`src/hdl/sgr_pen_attribute_decoder_assert.svh`:
```
// Assertion macros shared by the pen attribute decoder modules.
`ifndef SGR_PEN_ATTRIBUTE_DECODER_ASSERT_SVH
`define SGR_PEN_ATTRIBUTE_DECODER_ASSERT_SVH

// Checks that a condition implies another in the same cycle.
`define SGR_ASSERT_SAME(label, clk, rst_n, ante, cons) \
	label: assert property (@(posedge clk) disable iff (!rst_n) (ante) |-> (cons)) \
		else $error("sgr check failed in the same cycle");

// Checks that a condition implies another in the following cycle.
`define SGR_ASSERT_NEXT(label, clk, rst_n, ante, cons) \
	label: assert property (@(posedge clk) disable iff (!rst_n) (ante) |=> (cons)) \
		else $error("sgr check failed in the following cycle");

`endif

```
`src/hdl/sgr_pkg.sv`:
```
// Package with the types and code constants of the pen attribute decoder.
`timescale 1ns / 1ps
package sgr_pkg;

	// Colour kinds.
	localparam logic [1:0] KindDefault = 2'd0;
	localparam logic [1:0] KindPalette = 2'd1;
	localparam logic [1:0] KindRgb     = 2'd2;

	// Control codes and colour range bases.
	localparam logic [15:0] SgrReset     = 16'd0;
	localparam logic [15:0] SgrStyleLo   = 16'd1;
	localparam logic [15:0] SgrStyleHi   = 16'd9;
	localparam logic [15:0] SgrClearLo   = 16'd21;
	localparam logic [15:0] SgrClearHi   = 16'd29;
	localparam logic [15:0] SgrFgBase    = 16'd30;
	localparam logic [15:0] SgrBgBase    = 16'd40;
	localparam logic [15:0] SgrFgBright  = 16'd90;
	localparam logic [15:0] SgrBgBright  = 16'd100;
	localparam logic [15:0] SgrFgExt     = 16'd38;
	localparam logic [15:0] SgrBgExt     = 16'd48;
	localparam logic [15:0] SgrFgDefault = 16'd39;
	localparam logic [15:0] SgrBgDefault = 16'd49;
	localparam logic [15:0] SubPalette   = 16'd5;
	localparam logic [15:0] SubRgb       = 16'd2;
	localparam logic [15:0] ColourSpan   = 16'd7;
	localparam logic [7:0]  BrightOffset = 8'd8;

	// Style flag positions.
	localparam int StyleBold      = 0;
	localparam int StyleDim       = 1;
	localparam int StyleItalic    = 2;
	localparam int StyleUnderline = 3;
	localparam int StyleBlink     = 4;
	localparam int StyleInverse   = 5;
	localparam int StyleStrike    = 6;

	// Visible pen state.
	typedef struct packed {
		logic [1:0]  fg_kind;
		logic [23:0] fg_value;
		logic [1:0]  bg_kind;
		logic [23:0] bg_value;
		logic [6:0]  style_flags;
	} pen_t;

	// One result word: the pen after an item and its changed bit.
	typedef struct packed {
		pen_t pen;
		logic changed;
	} result_t;

endpackage

```
`src/hdl/sgr_ifs.sv`:
```
// Channel interfaces for SGR parameter words and pen result words.
`timescale 1ns / 1ps

interface sgr_param_if;
	logic        valid;
	logic        ready;
	logic [15:0] param_value;
	logic [4:0]  params_after;

	modport source (output valid, output param_value, output params_after, input ready);
	modport sink (input valid, input param_value, input params_after, output ready);
endinterface

interface sgr_pen_if;
	logic        valid;
	logic        ready;
	logic [1:0]  fg_kind;
	logic [23:0] fg_value;
	logic [1:0]  bg_kind;
	logic [23:0] bg_value;
	logic [6:0]  style_flags;
	logic        changed;

	modport source (output valid, output fg_kind, output fg_value, output bg_kind,
		output bg_value, output style_flags, output changed, input ready);
	modport sink (input valid, input fg_kind, input fg_value, input bg_kind,
		input bg_value, input style_flags, input changed, output ready);
endinterface

```
`src/hdl/sgr_pen_core.sv`:
```
// Pen state and extended colour tracking, with the decode of one parameter.
`timescale 1ns / 1ps
`include "sgr_pen_attribute_decoder_assert.svh"

module sgr_pen_core (
	input  logic            clk,
	input  logic            arst_n,
	input  logic            step,
	input  logic [15:0]     param_value,
	input  logic [4:0]      params_after,
	output sgr_pkg::result_t result
);
	import sgr_pkg::*;

	typedef enum logic [2:0] {
		PhIdle  = 3'd0,
		PhSub   = 3'd1,
		PhIndex = 3'd2,
		PhRed   = 3'd3,
		PhGreen = 3'd4,
		PhBlue  = 3'd5
	} phase_t;

	pen_t       pen_q, pen_d, pen_base;
	phase_t     phase_q, phase_d;
	logic       to_back_q, to_back_d;
	logic [7:0] red_q, red_d, green_q, green_d;
	logic       do_decode, sub_fallback, dec_changed;
	logic [7:0] byte_val;
	logic [23:0] ext_value;

	assign byte_val = param_value[7:0];

	// Work out which path this parameter takes from the extended phase.
	always_comb begin
		do_decode    = 1'b0;
		sub_fallback = 1'b0;
		case (phase_q)
			PhSub: begin
				if (!(param_value == SubPalette && params_after != 5'd0) &&
						!(param_value == SubRgb && params_after >= 5'd3)) begin
					sub_fallback = 1'b1;
					do_decode    = 1'b1;
				end
			end
			PhIndex, PhRed, PhGreen, PhBlue: do_decode = 1'b0;
			default: do_decode = 1'b1;
		endcase
	end

	// A failed subtype first restores the target colour to default.
	always_comb begin
		pen_base = pen_q;
		if (sub_fallback) begin
			if (to_back_q) begin
				pen_base.bg_kind  = KindDefault;
				pen_base.bg_value = '0;
			end else begin
				pen_base.fg_kind  = KindDefault;
				pen_base.fg_value = '0;
			end
		end
	end

	assign ext_value = (phase_q == PhBlue) ? {red_q, green_q, byte_val} : {16'd0, byte_val};

	// Next state of the pen and of the extended colour tracker.
	always_comb begin
		pen_d       = pen_base;
		phase_d     = PhIdle;
		to_back_d   = to_back_q;
		red_d       = red_q;
		green_d     = green_q;
		dec_changed = 1'b0;
		if (do_decode) begin
			if (param_value == SgrReset) begin
				pen_d       = '0;
				dec_changed = 1'b1;
			end else if (param_value >= SgrStyleLo && param_value <= SgrStyleHi) begin
				dec_changed = 1'b1;
				case (param_value[3:0])
					4'd1: pen_d.style_flags[StyleBold]      = 1'b1;
					4'd2: pen_d.style_flags[StyleDim]       = 1'b1;
					4'd3: pen_d.style_flags[StyleItalic]    = 1'b1;
					4'd4: pen_d.style_flags[StyleUnderline] = 1'b1;
					4'd5, 4'd6: pen_d.style_flags[StyleBlink] = 1'b1;
					4'd7: pen_d.style_flags[StyleInverse]   = 1'b1;
					4'd9: pen_d.style_flags[StyleStrike]    = 1'b1;
					default: pen_d.style_flags = pen_base.style_flags;
				endcase
			end else if (param_value >= SgrClearLo && param_value <= SgrClearHi) begin
				dec_changed = 1'b1;
				case (param_value[4:0])
					5'd21, 5'd22: begin
						pen_d.style_flags[StyleBold] = 1'b0;
						pen_d.style_flags[StyleDim]  = 1'b0;
					end
					5'd23: pen_d.style_flags[StyleItalic]    = 1'b0;
					5'd24: pen_d.style_flags[StyleUnderline] = 1'b0;
					5'd25: pen_d.style_flags[StyleBlink]     = 1'b0;
					5'd27: pen_d.style_flags[StyleInverse]   = 1'b0;
					5'd29: pen_d.style_flags[StyleStrike]    = 1'b0;
					default: pen_d.style_flags = pen_base.style_flags;
				endcase
			end else if (param_value >= SgrFgBase && param_value <= SgrFgBase + ColourSpan) begin
				dec_changed    = 1'b1;
				pen_d.fg_kind  = KindPalette;
				pen_d.fg_value = {16'd0, byte_val - SgrFgBase[7:0]};
			end else if (param_value >= SgrBgBase && param_value <= SgrBgBase + ColourSpan) begin
				dec_changed    = 1'b1;
				pen_d.bg_kind  = KindPalette;
				pen_d.bg_value = {16'd0, byte_val - SgrBgBase[7:0]};
			end else if (param_value >= SgrFgBright &&
					param_value <= SgrFgBright + ColourSpan) begin
				dec_changed    = 1'b1;
				pen_d.fg_kind  = KindPalette;
				pen_d.fg_value = {16'd0, byte_val - SgrFgBright[7:0] + BrightOffset};
			end else if (param_value >= SgrBgBright &&
					param_value <= SgrBgBright + ColourSpan) begin
				dec_changed    = 1'b1;
				pen_d.bg_kind  = KindPalette;
				pen_d.bg_value = {16'd0, byte_val - SgrBgBright[7:0] + BrightOffset};
			end else if (param_value == SgrFgDefault) begin
				dec_changed    = 1'b1;
				pen_d.fg_kind  = KindDefault;
				pen_d.fg_value = '0;
			end else if (param_value == SgrBgDefault) begin
				dec_changed    = 1'b1;
				pen_d.bg_kind  = KindDefault;
				pen_d.bg_value = '0;
			end else if (param_value == SgrFgExt || param_value == SgrBgExt) begin
				if (params_after == 5'd0) begin
					dec_changed = 1'b1;
					if (param_value == SgrBgExt) begin
						pen_d.bg_kind  = KindDefault;
						pen_d.bg_value = '0;
					end else begin
						pen_d.fg_kind  = KindDefault;
						pen_d.fg_value = '0;
					end
				end else begin
					to_back_d = (param_value == SgrBgExt);
					phase_d   = PhSub;
				end
			end
		end else begin
			case (phase_q)
				PhSub: phase_d = (param_value == SubPalette) ? PhIndex : PhRed;
				PhRed: begin
					red_d   = byte_val;
					phase_d = PhGreen;
				end
				PhGreen: begin
					green_d = byte_val;
					phase_d = PhBlue;
				end
				PhIndex, PhBlue: begin
					if (to_back_q) begin
						pen_d.bg_kind  = (phase_q == PhBlue) ? KindRgb : KindPalette;
						pen_d.bg_value = ext_value;
					end else begin
						pen_d.fg_kind  = (phase_q == PhBlue) ? KindRgb : KindPalette;
						pen_d.fg_value = ext_value;
					end
				end
				default: phase_d = PhIdle;
			endcase
		end
	end

	// The result carries the updated pen of this parameter.
	assign result.pen     = pen_d;
	assign result.changed = sub_fallback | dec_changed |
		(!do_decode && (phase_q == PhIndex || phase_q == PhBlue));

	// State registers advance once per processed parameter.
	always_ff @(posedge clk or negedge arst_n) begin
		if (!arst_n) begin
			pen_q     <= '0;
			phase_q   <= PhIdle;
			to_back_q <= 1'b0;
			red_q     <= '0;
			green_q   <= '0;
		end else if (step) begin
			pen_q     <= pen_d;
			phase_q   <= phase_d;
			to_back_q <= to_back_d;
			red_q     <= red_d;
			green_q   <= green_d;
		end
	end

	`SGR_ASSERT_SAME(a_fg_default_zero, clk, arst_n, pen_q.fg_kind == KindDefault,
		pen_q.fg_value == 24'd0)
	`SGR_ASSERT_SAME(a_bg_palette_narrow, clk, arst_n, pen_q.bg_kind == KindPalette,
		pen_q.bg_value[23:8] == 16'd0)
	`SGR_ASSERT_NEXT(a_red_then_green, clk, arst_n, step && phase_q == PhRed,
		phase_q == PhGreen)
endmodule

```
`src/hdl/sgr_pen_attribute_decoder.sv`:
```
// Top level of the SGR pen attribute decoder: handshake stages around the pen core.
`timescale 1ns / 1ps
`include "sgr_pen_attribute_decoder_assert.svh"

// One SGR parameter word in gives one pen word out, one word per cycle when
// neither side stalls. A word waits in the input register, where the pen
// core decodes it against the stored pen and extended colour phase, and
// then sits in the result register until taken. The pen state updates when
// a word moves from the input to the result register, so the next word
// always sees the effect of the one before it.
module sgr_pen_attribute_decoder (
	input  logic   clk,
	input  logic   arst_n,
	sgr_param_if.sink sgr,
	sgr_pen_if.source pen
);
	import sgr_pkg::*;

	logic        valid_s1;
	logic [15:0] value_s1;
	logic [4:0]  after_s1;
	logic        valid_s2;
	result_t     result_s2;
	result_t     result_next;
	logic        step;

	// A word advances when the result register is empty or being emptied.
	assign step      = valid_s1 && (!valid_s2 || pen.ready);
	assign sgr.ready = !valid_s1 || step;

	// Input register.
	always_ff @(posedge clk or negedge arst_n) begin
		if (!arst_n) begin
			valid_s1 <= 1'b0;
		end else if (sgr.ready) begin
			valid_s1 <= sgr.valid;
		end
	end

	always_ff @(posedge clk) begin
		if (sgr.ready && sgr.valid) begin
			value_s1 <= sgr.param_value;
			after_s1 <= sgr.params_after;
		end
	end

	sgr_pen_core u_core (
		.clk          (clk),
		.arst_n       (arst_n),
		.step         (step),
		.param_value  (value_s1),
		.params_after (after_s1),
		.result       (result_next)
	);

	// Result register.
	always_ff @(posedge clk or negedge arst_n) begin
		if (!arst_n) begin
			valid_s2 <= 1'b0;
		end else if (step) begin
			valid_s2 <= 1'b1;
		end else if (pen.ready) begin
			valid_s2 <= 1'b0;
		end
	end

	always_ff @(posedge clk) begin
		if (step) begin
			result_s2 <= result_next;
		end
	end

	assign pen.valid       = valid_s2;
	assign pen.fg_kind     = result_s2.pen.fg_kind;
	assign pen.fg_value    = result_s2.pen.fg_value;
	assign pen.bg_kind     = result_s2.pen.bg_kind;
	assign pen.bg_value    = result_s2.pen.bg_value;
	assign pen.style_flags = result_s2.pen.style_flags;
	assign pen.changed     = result_s2.changed;

	`SGR_ASSERT_SAME(a_stall_reason, clk, arst_n, !sgr.ready,
		valid_s1 && valid_s2 && !pen.ready)
	`SGR_ASSERT_NEXT(a_step_fills_out, clk, arst_n, step, valid_s2)
	`SGR_ASSERT_SAME(a_kind_legal, clk, arst_n, valid_s2,
		pen.fg_kind <= KindRgb && pen.bg_kind <= KindRgb)
endmodule
```
`src/flat_wrapper.sv`:
```
// flat-port wrapper written by rule: the top's interface ports become plain ports
module sgr_pen_attribute_decoder_flat import sgr_pkg::*;
  (clk, arst_n, sgr_valid, sgr_param_value, sgr_params_after, sgr_ready, pen_valid, pen_fg_kind, pen_fg_value, pen_bg_kind, pen_bg_value, pen_style_flags, pen_changed, pen_ready);
  sgr_param_if sgr_i ();
  sgr_pen_if pen_i ();
  input  logic clk;
  input  logic arst_n;
  input wire logic [$bits(sgr_i.valid)-1:0] sgr_valid;
  input wire logic [$bits(sgr_i.param_value)-1:0] sgr_param_value;
  input wire logic [$bits(sgr_i.params_after)-1:0] sgr_params_after;
  output wire logic [$bits(sgr_i.ready)-1:0] sgr_ready;
  output wire logic [$bits(pen_i.valid)-1:0] pen_valid;
  output wire logic [$bits(pen_i.fg_kind)-1:0] pen_fg_kind;
  output wire logic [$bits(pen_i.fg_value)-1:0] pen_fg_value;
  output wire logic [$bits(pen_i.bg_kind)-1:0] pen_bg_kind;
  output wire logic [$bits(pen_i.bg_value)-1:0] pen_bg_value;
  output wire logic [$bits(pen_i.style_flags)-1:0] pen_style_flags;
  output wire logic [$bits(pen_i.changed)-1:0] pen_changed;
  input wire logic [$bits(pen_i.ready)-1:0] pen_ready;
  assign sgr_i.valid = sgr_valid;
  assign sgr_i.param_value = sgr_param_value;
  assign sgr_i.params_after = sgr_params_after;
  assign sgr_ready = sgr_i.ready;
  assign pen_valid = pen_i.valid;
  assign pen_fg_kind = pen_i.fg_kind;
  assign pen_fg_value = pen_i.fg_value;
  assign pen_bg_kind = pen_i.bg_kind;
  assign pen_bg_value = pen_i.bg_value;
  assign pen_style_flags = pen_i.style_flags;
  assign pen_changed = pen_i.changed;
  assign pen_i.ready = pen_ready;
  sgr_pen_attribute_decoder u_core (.clk(clk), .arst_n(arst_n), .sgr(sgr_i), .pen(pen_i));
endmodule
```
`config.mk`:
```
export PLATFORM = sky130hd
export DESIGN_NAME = sgr_pen_attribute_decoder_flat
export DESIGN_NICKNAME = d
export VERILOG_FILES = /design/src/hdl/sgr_pkg.sv /design/src/hdl/sgr_ifs.sv /design/src/hdl/sgr_pen_core.sv /design/src/hdl/sgr_pen_attribute_decoder.sv /design/src/flat_wrapper.sv
export VERILOG_INCLUDE_DIRS = /design/src /design/src/hdl
export SDC_FILE = /design/constraint.sdc
export NUM_CORES = 1
export LEC_CHECK = 0
export BUFFER_PORTS_ARGS = -buffer_cell sky130_fd_sc_hd__buf_2
export CAP_MARGIN = 20
export CORE_MARGIN = 2
export CORE_UTILIZATION = 45
export CTS_CLUSTER_DIAMETER = 200
export DETAILED_ROUTE_END_ITERATION = 10
export GPL_TIMING_DRIVEN = 0
export SLEW_MARGIN = 25
export SYNTH_ARGS = -nofsm -noshare
export SYNTH_HDL_FRONTEND = slang
export SYNTH_SLANG_ARGS = --single-unit
export TNS_END_PERCENT = 10
```
`constraint.sdc`:
```
create_clock -name clk -period 9.2 [get_ports clk]
set_input_delay 1.84 -clock clk [delete_from_list [all_inputs] [get_ports clk]]
set_output_delay 1.84 -clock clk [all_outputs]
set_load 0.1 [all_outputs]
```
After elaboration in Yosys (flattened, before gate mapping)
Cells that the tools add are included.
{"block": "totals", "regBits": 162}
{"block": "classes", "reduce_logical": 32, "muxes": 75, "n_bitwise": 13, "n_addsub": 6, "n_lt_le_gt_ge": 13, "eq_ne": 26}
{"cell": "$mux 26", "count": 18}
{"cell": "$mux 52", "count": 7}
{"cell": "$eq 16x6->1 const B", "count": 4}
{"cell": "$mux 59", "count": 1}
{"cell": "$mux 1", "count": 40}
{"cell": "$eq 5x5->1 const B", "count": 7}
{"cell": "$ge 16x5->1 const B", "count": 2}
{"cell": "$ge 16x7->1 const B", "count": 2}
{"cell": "$le 16x6->1 const B", "count": 2}
{"cell": "$le 16x7->1 const B", "count": 2}
{"cell": "$mux 24", "count": 1}
{"cell": "$mux 7", "count": 3}
{"cell": "$add 8x4->8 const B", "count": 2}
{"cell": "$eq 16x2->1 const B", "count": 1}
{"cell": "$eq 16x3->1 const B", "count": 1}
{"cell": "$eq 4x3->1 const B", "count": 4}
{"cell": "$ge 16x1->1 const B", "count": 1}
{"cell": "$ge 16x6->1 const B", "count": 1}
{"cell": "$le 16x4->1 const B", "count": 1}
{"cell": "$le 16x5->1 const B", "count": 1}
{"cell": "$logic_not 16->1", "count": 1}
{"cell": "$sub 8x7->8 const B", "count": 2}
{"cell": "$reduce_and 13->1", "count": 1}
{"cell": "$logic_and 1x1->1", "count": 12}
{"cell": "23 further kinds", "count": 48}

Longest topological paths before layout
Gate-level depths: netlist (run 1).
{"block": "logic_depth", "ltp_word": 20, "depth_mapped": 13, "depth_no_buf": 9}

Modules after synthesis
From an unflattened synthesis (run 1), not the netlist that was laid out.
{"block": "unflattened", "cells_unflattened": 696, "area_unflattened_um2": 8002.7}
{"module": "sgr_pen_core", "instances": 1, "cells_each": 607, "area_per_inst_um2": 5466.5}
{"module": "sgr_pen_attribute_decoder", "instances": 1, "cells_each": 89, "area_per_inst_um2": 2536.2}

Least setup slack after synthesis (run 1)
No wires, ideal clock.
{"block": "synth_timing", "kind": "input-to-reg", "from": "in pen_ready", "to": "reg u_core.u_core.pen_q[37] (netlist name)", "arrival_ps": 4725, "setup_ps": 104, "stages": 7, "path_slack_ps": 4371, "t_required_ps": 9096, "cell_sequence": "nand2b_1 nand2_1 inv_1 clkbuf_1 clkbuf_1 o21ai_0 o311ai_1"}
{"block": "synth_between", "elab_chain_len": 2}
{"element": "from (decl)", "line_no": "flat_wrapper.sv:19", "text": "input wire logic [$bits(pen_i.ready)-1:0] pen_ready;"}
{"element": "$logic_or 1x1->1", "line_no": "sgr_pen_attribute_decoder.sv:28", "text": "assign step = valid_s1 && (!valid_s2 || pen.ready);"}
{"element": "$logic_and 1x1->1", "line_no": "sgr_pen_attribute_decoder.sv:28"}
{"element": "net u_core.step", "line_no": "sgr_pen_attribute_decoder.sv:25", "text": "logic step;"}
{"element": "to (signal assigned)", "line_no": "sgr_pen_core.sv:185", "text": "pen_q <= pen_d;"}
{"element": "to (decl)", "line_no": "sgr_pen_core.sv:24", "text": "pen_t pen_q, pen_d, pen_base;"}
The timed path passes the listed nets, and every way through them passes these cells.
A chain may end at the register's enable or synchronous reset.

==> metrics.md, run 1 <==
| Metric | Value |
|---|---|
| Flops & latches, synth | ~160 |
| Fin nets | 844 |
| Clk_skew | just under 0.008 ns |
| Synthesized area | roughly 7900 µm² |
| Gr ovfl total | 0 |
| Status | finished clean |
| Crit Path Category | reg -> reg |
| Antenna Diode Count | 0 |
| Share of the synthesized area in the top cell type | 0.306 |
| Design Area, Final | slightly above 9000 µm² |
| First-pass GRT wire length | 35100 µm |
| Cells after Synth | between 600 and 700 |
| Count of flip-flops with a built-in enable after synthesis | slightly above 80 |
| Seq pwr share | 0.452 |
| Die Y-Extent | around 140 µm |
| CP peak stage delay | 0.61 ns |
| Peak VDD IR | approximately 120 µV |
| Cell Int Power | 1250 µW |
| Syn Nets | between 700 and 800 |
| Top Layer Used | met4 |
| Aggregate routed wire length | between 20000 and 25000 µm |
| Post-detailed-route count of antenna-violating nets | 0 |
| Area of the multi-input gates | ~3200 µm² |
| Number of CTS-inserted buffers | 17 |
| CP arrival | 5.06 ns |
| CP endpoint kind | flip-flop |
| Die Width | around 140 µm |
| Bufs and invs on worst path | 5 |
| DIE AREA | about 19000 µm² |
| Post-CTS sizing | 0 |
| Top Family by Delay on Critical Path | buffers and inverters |
| Crit share post-route | 0.533 |
| Clock-pin transition on the worst setup and hold timing paths | about 0.070 ns |
| Root Buffer | clkbuf_16 |
| Met3 Routed Length | between 1000 and 1500 µm |
| Synth cell types | 75 |
| Comb power frac | 0.144 |
| Power Dens Cells | between 150 and 200 nW/µm² |
| Drt pass-1 iters | 5 |
| Synth area leaders | edfxtp_1 (31%), dfrtp_1 (26%), a22o_1 (8.1%) |
| Clk_lat worst skew | between 0.4 and 0.5 ns |
| CTS tree | done |
| DP Wirelength | approximately 16000 µm |
| Required time of the critical path | roughly 9.4 ns |
| Number of global-route vias before repair | 6185 |
| Synth async-reset ratio | 0.500 |
| Via density | 6.12 |
| Synthesized area per cell | 11.4 µm² |
| Critical-path top delay cell | clkbuf_1 |
| IO Count | between 80 and 90 |
| Rel. slew slack | 0.300 |
| Max cap viols | 0 |
| Leak pwr | 0.00395 µW |
| Largest net degree at the start of global routing | 53 |
| Initial Utilization | 0.459 |
| Wire per inst | approximately 22 µm |
| Met1 Routed Length | 9760 µm |
| Via count | about 6400 |
| Tot GR Track Use | 0.252 |
| Crit path cell chain | clkbuf_1 > inv_1 > ha_1 > clkbuf_1 > nand2_1 > a211oi_1 > o211ai_1 > nand2_1 > clkbuf_1 > clkbuf_1 > nor2_1 > a211oi_1 > o21ai_0 |
| Post-route setup TNS | 0 ns |
| Fillers | approximately 1500 |
| DRC viols | 0 |
| Share of layout cells above drive strength 1 | 0.192 |
| Largest area contributor in the netlist | edfxtp_1 |
| Most frequent CP cell | clkbuf_1 |
| Initial antenna violation count | 0 |
| Ys flop type | edfxtp_1 |
| Sw Ratio | 0.303 |
| Clock Tree Buf Depth | 2 |
| Yosys warning count | 0 |
| Startpoint types | flip-flop |
| Slew Limit Fails | 0 |
| Row count | 48 |
| Register area | 4460 µm² |
| Gpl congestion | ~0.94 |
| Met2 Wirelength | approximately 11000 µm |
| Core area | ~17000 µm² |
| Placed Area | slightly below 9000 µm² |
| Critical Path Fanout Max | 10 |
| Hold Path Class | reg -> reg |
| Unrepaired setup endpoints after global routing | false |
| Clock Sinks | roughly 160 |
| Initial drt markers | around 520 |
| Worst-Margin Slew | around 1.0 ns |
| Post-CTS setup buffers | 0 |
| Hold buffers post-CTS | 0 |
| Clk pwr share | 0.404 |
| Htree depth | 4 |
| Final min period | slightly below 5 ns |
| Setup violators final | 0 |
| Port-buffer cells | 86 |
| P&R area growth vs syn | 17.4% |
| Fmax | between 200 and 250 MHz |
| Share of the yosys chip area belonging to registers | 0.562 |
| Endpoints failing hold | 0 |
| Sw Pwr | between 500 and 600 µW |
placed cells by master, fill, tap and decap left out, types with 7 or more instances in the layout:
| cell type | netlist | layout |
|---|---|---|
| o21ai_0 | 47 | 47 |
| nand2b_1 | 11 | 11 |
| clkbuf_16 | 0 | 18 |
| a22o_1 | 73 | 73 |
| a211oi_1 | 8 | 8 |
| ha_1 | 13 | 13 |
| a31oi_1 | 11 | 11 |
| nor2_1 | 31 | 31 |
| edfxtp_1 | 81 | 81 |
| inv_1 | 16 | 16 |
| a21o_1 | 17 | 17 |
| and2_1 | 10 | 10 |
| mux2_2 | 12 | 12 |
| a22oi_1 | 8 | 8 |
| buf_2 | 5 | 90 |
| o22ai_1 | 7 | 7 |
| nand3_1 | 11 | 11 |
| a21oi_1 | 31 | 31 |
| nand2_1 | 67 | 67 |
| clkbuf_1 | 36 | 36 |
| dfrtp_1 | 81 | 81 |
cell families (layout without fill, tap and decap cells):
group / Yosys count / count (layout) / synth area share
compound gates: 263 / 263 / 0.243
flops: 162 / 162 / 0.562
xor+xnor: 6 / 6 / 0.00662
simple gates: 174 / 174 / 0.114
buf+inv: 67 / 187 / 0.0353
fa+ha+maj: 13 / 13 / 0.0205
mux: 14 / 14 / 0.0195
through the flow:
| stage | hold slack, ns | total power (µW) | utilization | setup WS (ns) | cells |
|---|---|---|---|---|---|
| 3_3_place_gp | 0.459 | 1080 | 0.500 | 2.87 | 1010 |
| 5_1_grt | 0.508 | 1850 | 0.539 | 4.11 | 1044 |
| 3_5_place_dp | 0.466 | 1090 | 0.504 | 4.46 | 1012 |
| 2_1_floorplan | 0.451 | 1020 | - | 4.37 | 699 |
| 4_1_cts | 0.481 | 1810 | 0.539 | 4.43 | 1044 |
| 6_report | 0.480 | 1800 | 0.539 | 4.30 | 1044 |
power groups by stage:
stage	combinational [µW]	sequential, µW	clock, µW
floorplan	73.1	949	0
global placement	253	828	0
detailed placement	260	827	0
CTS	260	813	735
global route	272	815	767
finish	259	812	726
synthesized netlist by cell type, drive strengths merged, types with 13 or more instances:
| cell type | instances |
|---|---|
| a21o | 17 |
| a21oi | 31 |
| a22o | 73 |
| clkbuf | 36 |
| dfrtp | 81 |
| edfxtp | 81 |
| ha | 13 |
| inv | 16 |
| nand2 | 68 |
| nor2 | 31 |
| o21ai | 50 |
registers in the layout (all words and copies together), names as in the netlist, 2 cells and up:
register / cells
u_core.u_core.phase_q: 3
u_core.pen.fg_kind: 2
u_core.u_core.pen_base: 7
u_core.u_core.pen_q: 52
u_core.u_core.green_q: 8
u_core.pen.style_flags: 7
u_core.pen.bg_value: 24
u_core.after_s1: 5
u_core.u_core.red_q: 8
u_core.pen.bg_kind: 2
u_core.value_s1: 16
u_core.pen.fg_value: 24
final cells by class:
| cell class | instances | area share |
|---|---|---|
| Tap cell | 225 | 0.0302 |
| Clock buffer | 20 | 0.0502 |
| Clock inverter | 12 | 0.0148 |
| Multi-Input combinational cell | 470 | 0.345 |
| Timing Repair Buffer | 88 | 0.0515 |
| Inverter | 19 | 0.00765 |
| Buffer | 48 | 0.0228 |
| Sequential cell | 162 | 0.478 |
per-layer routing:
| layer | GRT usage | vias up |
|---|---|---|
| met3 | 0.0404 | 30 |
| met4 | 0.0893 | 0 |
| met1 | 0.329 | 3196 |
| li1 | - | 2899 |
| met5 | 0 | - |
| met2 | 0.426 | 269 |
path summary, 6_finish.rpt:
check	startpoint	endpoint	slack, ns	cells after the start
setup reg to reg	u_core.value_s1[3]	u_core.pen.fg_value[4]	4.30	13
setup / recovery	u_core.value_s1[3]	u_core.pen.fg_value[4]	4.30	13
hold reg to reg	u_core.u_core.pen_q[58]	u_core.u_core.pen_q[58]	0.48	1
hold / removal	u_core.u_core.pen_q[58]	u_core.u_core.pen_q[58]	0.48	1
min in group asynchronous	arst_n	u_core.u_core.pen_q[28]	1.34	1
max in group asynchronous	arst_n	u_core.u_core.pen_base[0]	7.23	2
Power figures use the tool's default switching activity.
==> run 2, diff against run 1 <==
==> constraint.sdc (replaced) <==
create_clock -name clk -period 5 [get_ports clk]
set_input_delay 1 -clock clk [delete_from_list [all_inputs] [get_ports clk]]
set_output_delay 1 -clock clk [all_outputs]
set_load 0.1 [all_outputs]
==> metrics.md, run 2 (synthesis gave the netlist of run 1 again) <==
| Metric | Value |
|---|---|
| Biggest register | u_core.u_core.pen_q |
| Final min period | 4.83 ns (-0.0692 ns) |
| Final worst setup slack | 0.167 ns (-4.13 ns) |
| Post-CTS sizing | 0 (unchanged) |
| Register area | 4460 µm² (unchanged) |
| Grt met3 use | 0.0404 (unchanged) |
| Root Buffer | clkbuf_16 |
| IO Count | 87 (unchanged) |
| Drt pass-1 iters | 4 (-1) |
| Placed Area | 8720 µm² (unchanged) |
| Leak pwr | 0.00396 µW (about the same) |
| Clock-pin transition on the worst setup and hold timing paths | 0.07 ns (about the same) |
| Gpl congestion | 0.941 (unchanged) |
| CP arrival | 5.12 ns (+0.06 ns) |
| Aggregate routed wire length | 22800 µm (about the same) |
| Status | finished clean |
| Clock Sinks | 162 (unchanged) |
| Pwr Total | 3310 µW (+84%) |
| Initial Utilization | 0.459 (unchanged) |
| Wire per inst | 21.8 µm (about the same) |
| Max FFs per register | 52 (unchanged) |
| Critical Path Fanout Max | 10 (unchanged) |
| Worst-Margin Slew | 1.04 ns (+0.000000447 ns) |
| Most common cell after layout, fill and taps aside | buf_2 |
| Crit Path Category | reg -> reg |
| Fmax | 207 MHz (+1.4%) |
| Clk_skew | 0.00777 ns (-0.000000110 ns) |
| Max cap viols | 0 (unchanged) |
| DP Wirelength | 16000 µm (unchanged) |
| Critical path destination | u_core.pen.fg_value[13] |
| Critical-path top delay cell | o41ai_1 |
| Setup WS pre-CTS | 0.262 ns (-4.20 ns) |
| CTS tree | done |
| Most frequent CP cell | clkbuf_1 |
| Power Dens Cells | 355 nW/µm² (+84%) |
| Rel. slew slack | 0.300 (about the same) |
| Port-buffer cells | 86 (unchanged) |
| Sw Pwr | 1000 µW (+84%) |
| Clock Tree Buf Depth | 2 (unchanged) |
| P&R area growth vs syn | 17.4% (about the same) |
| Antenna Diode Count | 0 (unchanged) |
| Initial antenna violation count | 0 (unchanged) |
| Required time of the critical path | 5.29 ns (-4.07 ns) |
| Fillers | 1549 (unchanged) |
| DRC viols | 0 (unchanged) |
| Tot GR Track Use | 0.252 (unchanged) |
| Startpoint types | flip-flop |
| Core area | 17300 µm² (unchanged) |
| Htree depth | 4 (unchanged) |
| Cell Int Power | 2310 µW (+84%) |
| Design Area, Final | 9320 µm² (about the same) |
| Grt met2 use | 0.426 (unchanged) |
| Clk_lat worst skew | 0.43 ns (about the same) |
| Via density | 6.13 (about the same) |
| Gr ovfl total | 0 (unchanged) |
| Number of global-route vias before repair | 6185 (unchanged) |
| CP peak stage delay | 0.68 ns (+0.07 ns) |
| Grt met1 use | 0.329 (unchanged) |
| Reg2reg path depth | 10 (-3) |
| Peak VDD IR | 226 µV (+84%) |
| Endpoints failing hold | 0 (unchanged) |
| Clk pwr share | 0.404 (about the same) |
| Worst reg-to-reg setup slack | 0.17 ns (-4.13 ns) |
| Fin nets | 844 (unchanged) |
| Most frequent cells in the layout | buf_2 (90), edfxtp_1 (81), dfrtp_1 (81) |
| Unrepaired setup endpoints after global routing | false |
| Seq pwr share | 0.452 (about the same) |
| Initial drt markers | 522 (unchanged) |
| Setup violators final | 0 (unchanged) |
| DIE AREA | 18700 µm² (unchanged) |
| Number of CTS-inserted buffers | 17 (unchanged) |
| R2r startpoint | u_core.value_s1[3] |
| Die Y-Extent | 137 µm (unchanged) |
| Post-detailed-route count of antenna-violating nets | 0 (unchanged) |
| Via count | 6398 (+0.063%) |
| Row count | 48 (unchanged) |
| Sw Ratio | 0.303 (about the same) |
| Slew Limit Fails | 0 (unchanged) |
| First-pass GRT wire length | 35100 µm (unchanged) |
| Hold buffers post-CTS | 0 (unchanged) |
| Worst reg2reg endpoint | u_core.pen.fg_value[13] |
| Post-CTS setup buffers | 0 (unchanged) |
| Hold Path Class | reg -> reg |
| Crit share post-route | 0.967 (+0.434) |
| Largest net degree at the start of global routing | 53 (unchanged) |
| Die Width | 137 µm (unchanged) |
| Share of layout cells above drive strength 1 | 0.193 (+0.00122) |
| CP endpoint kind | flip-flop |
| GRT busiest layer | met2 |
| CP startpoint | u_core.value_s1[3] |
| Comb power frac | 0.144 (about the same) |
| Crit path cell chain | clkbuf_1 > inv_1 > ha_1 > clkbuf_1 > and4_1 > o211ai_1 > nand2_1 > o41ai_1 > clkbuf_1 > a22o_1 |
| Area of the multi-input gates | 3210 µm² (unchanged) |
==> run 2: critical path, delay by kind of cell, from the launching register on <==
kind	cells	cell delay, ns
buf+inv	4	1.74
simple gates	2	0.61
flops	1	0.48
compound gates	3	1.48
fa+ha+maj	1	0.38
==> run 2: power by group through the flow <==
stage | sequential, µW | combinational, µW | clock [µW]
finish | 1490 | 478 | 1340
global route | 1500 | 501 | 1410
CTS | 1500 | 478 | 1350
detailed placement | 1520 | 478 | 0
global placement | 1520 | 466 | 0
floorplan | 1750 | 135 | 0
==> run 2: layout make-up <==
cell class,count,area share
buffer,48,0.0229
clock buffer,20,0.0502
inverter,19,0.00765
tap,225,0.0302
multi-input combinational,470,0.344
sequential,162,0.478
clock inverter,12,0.0148
timing repair buffer,88,0.0515
==> run 2: through the flow <==
step,setup TNS [ns],util,cells,hold WS (ns)
final,0,0.539,1044,0.480
after global routing,0,0.539,1044,0.508
after CTS,0,0.539,1044,0.481
after detailed placement,0,0.504,1012,0.466
after global placement,-21.92,0.500,1010,0.459
after floorplan,0,-,699,0.451
==> run 2: per-layer routing <==
| layer | vias to the layer above | wire length (µm) |
|---|---|---|
| li1 | 2901 | - |
| met1 | 3205 | 9800 |
| met2 | 262 | 11300 |
| met3 | 30 | 1130 |
| met4 | 0 | 539 |
| met5 | - | 0 |
==> run 2: how the worst min path moves through the flow <==
stage	cells past startpoint	startpoint	to
after floorplan	1	u_core.u_core.pen_q[32]	u_core.u_core.pen_q[32]
after global placement	1	u_core.u_core.pen_q[32]	u_core.u_core.pen_q[32]
after detailed placement	1	u_core.u_core.pen_q[58]	u_core.u_core.pen_q[58]
after CTS	1	u_core.u_core.pen_q[58]	u_core.u_core.pen_q[58]
after global routing	1	u_core.u_core.pen_q[58]	u_core.u_core.pen_q[58]
final	1	u_core.u_core.pen_q[58]	u_core.u_core.pen_q[58]
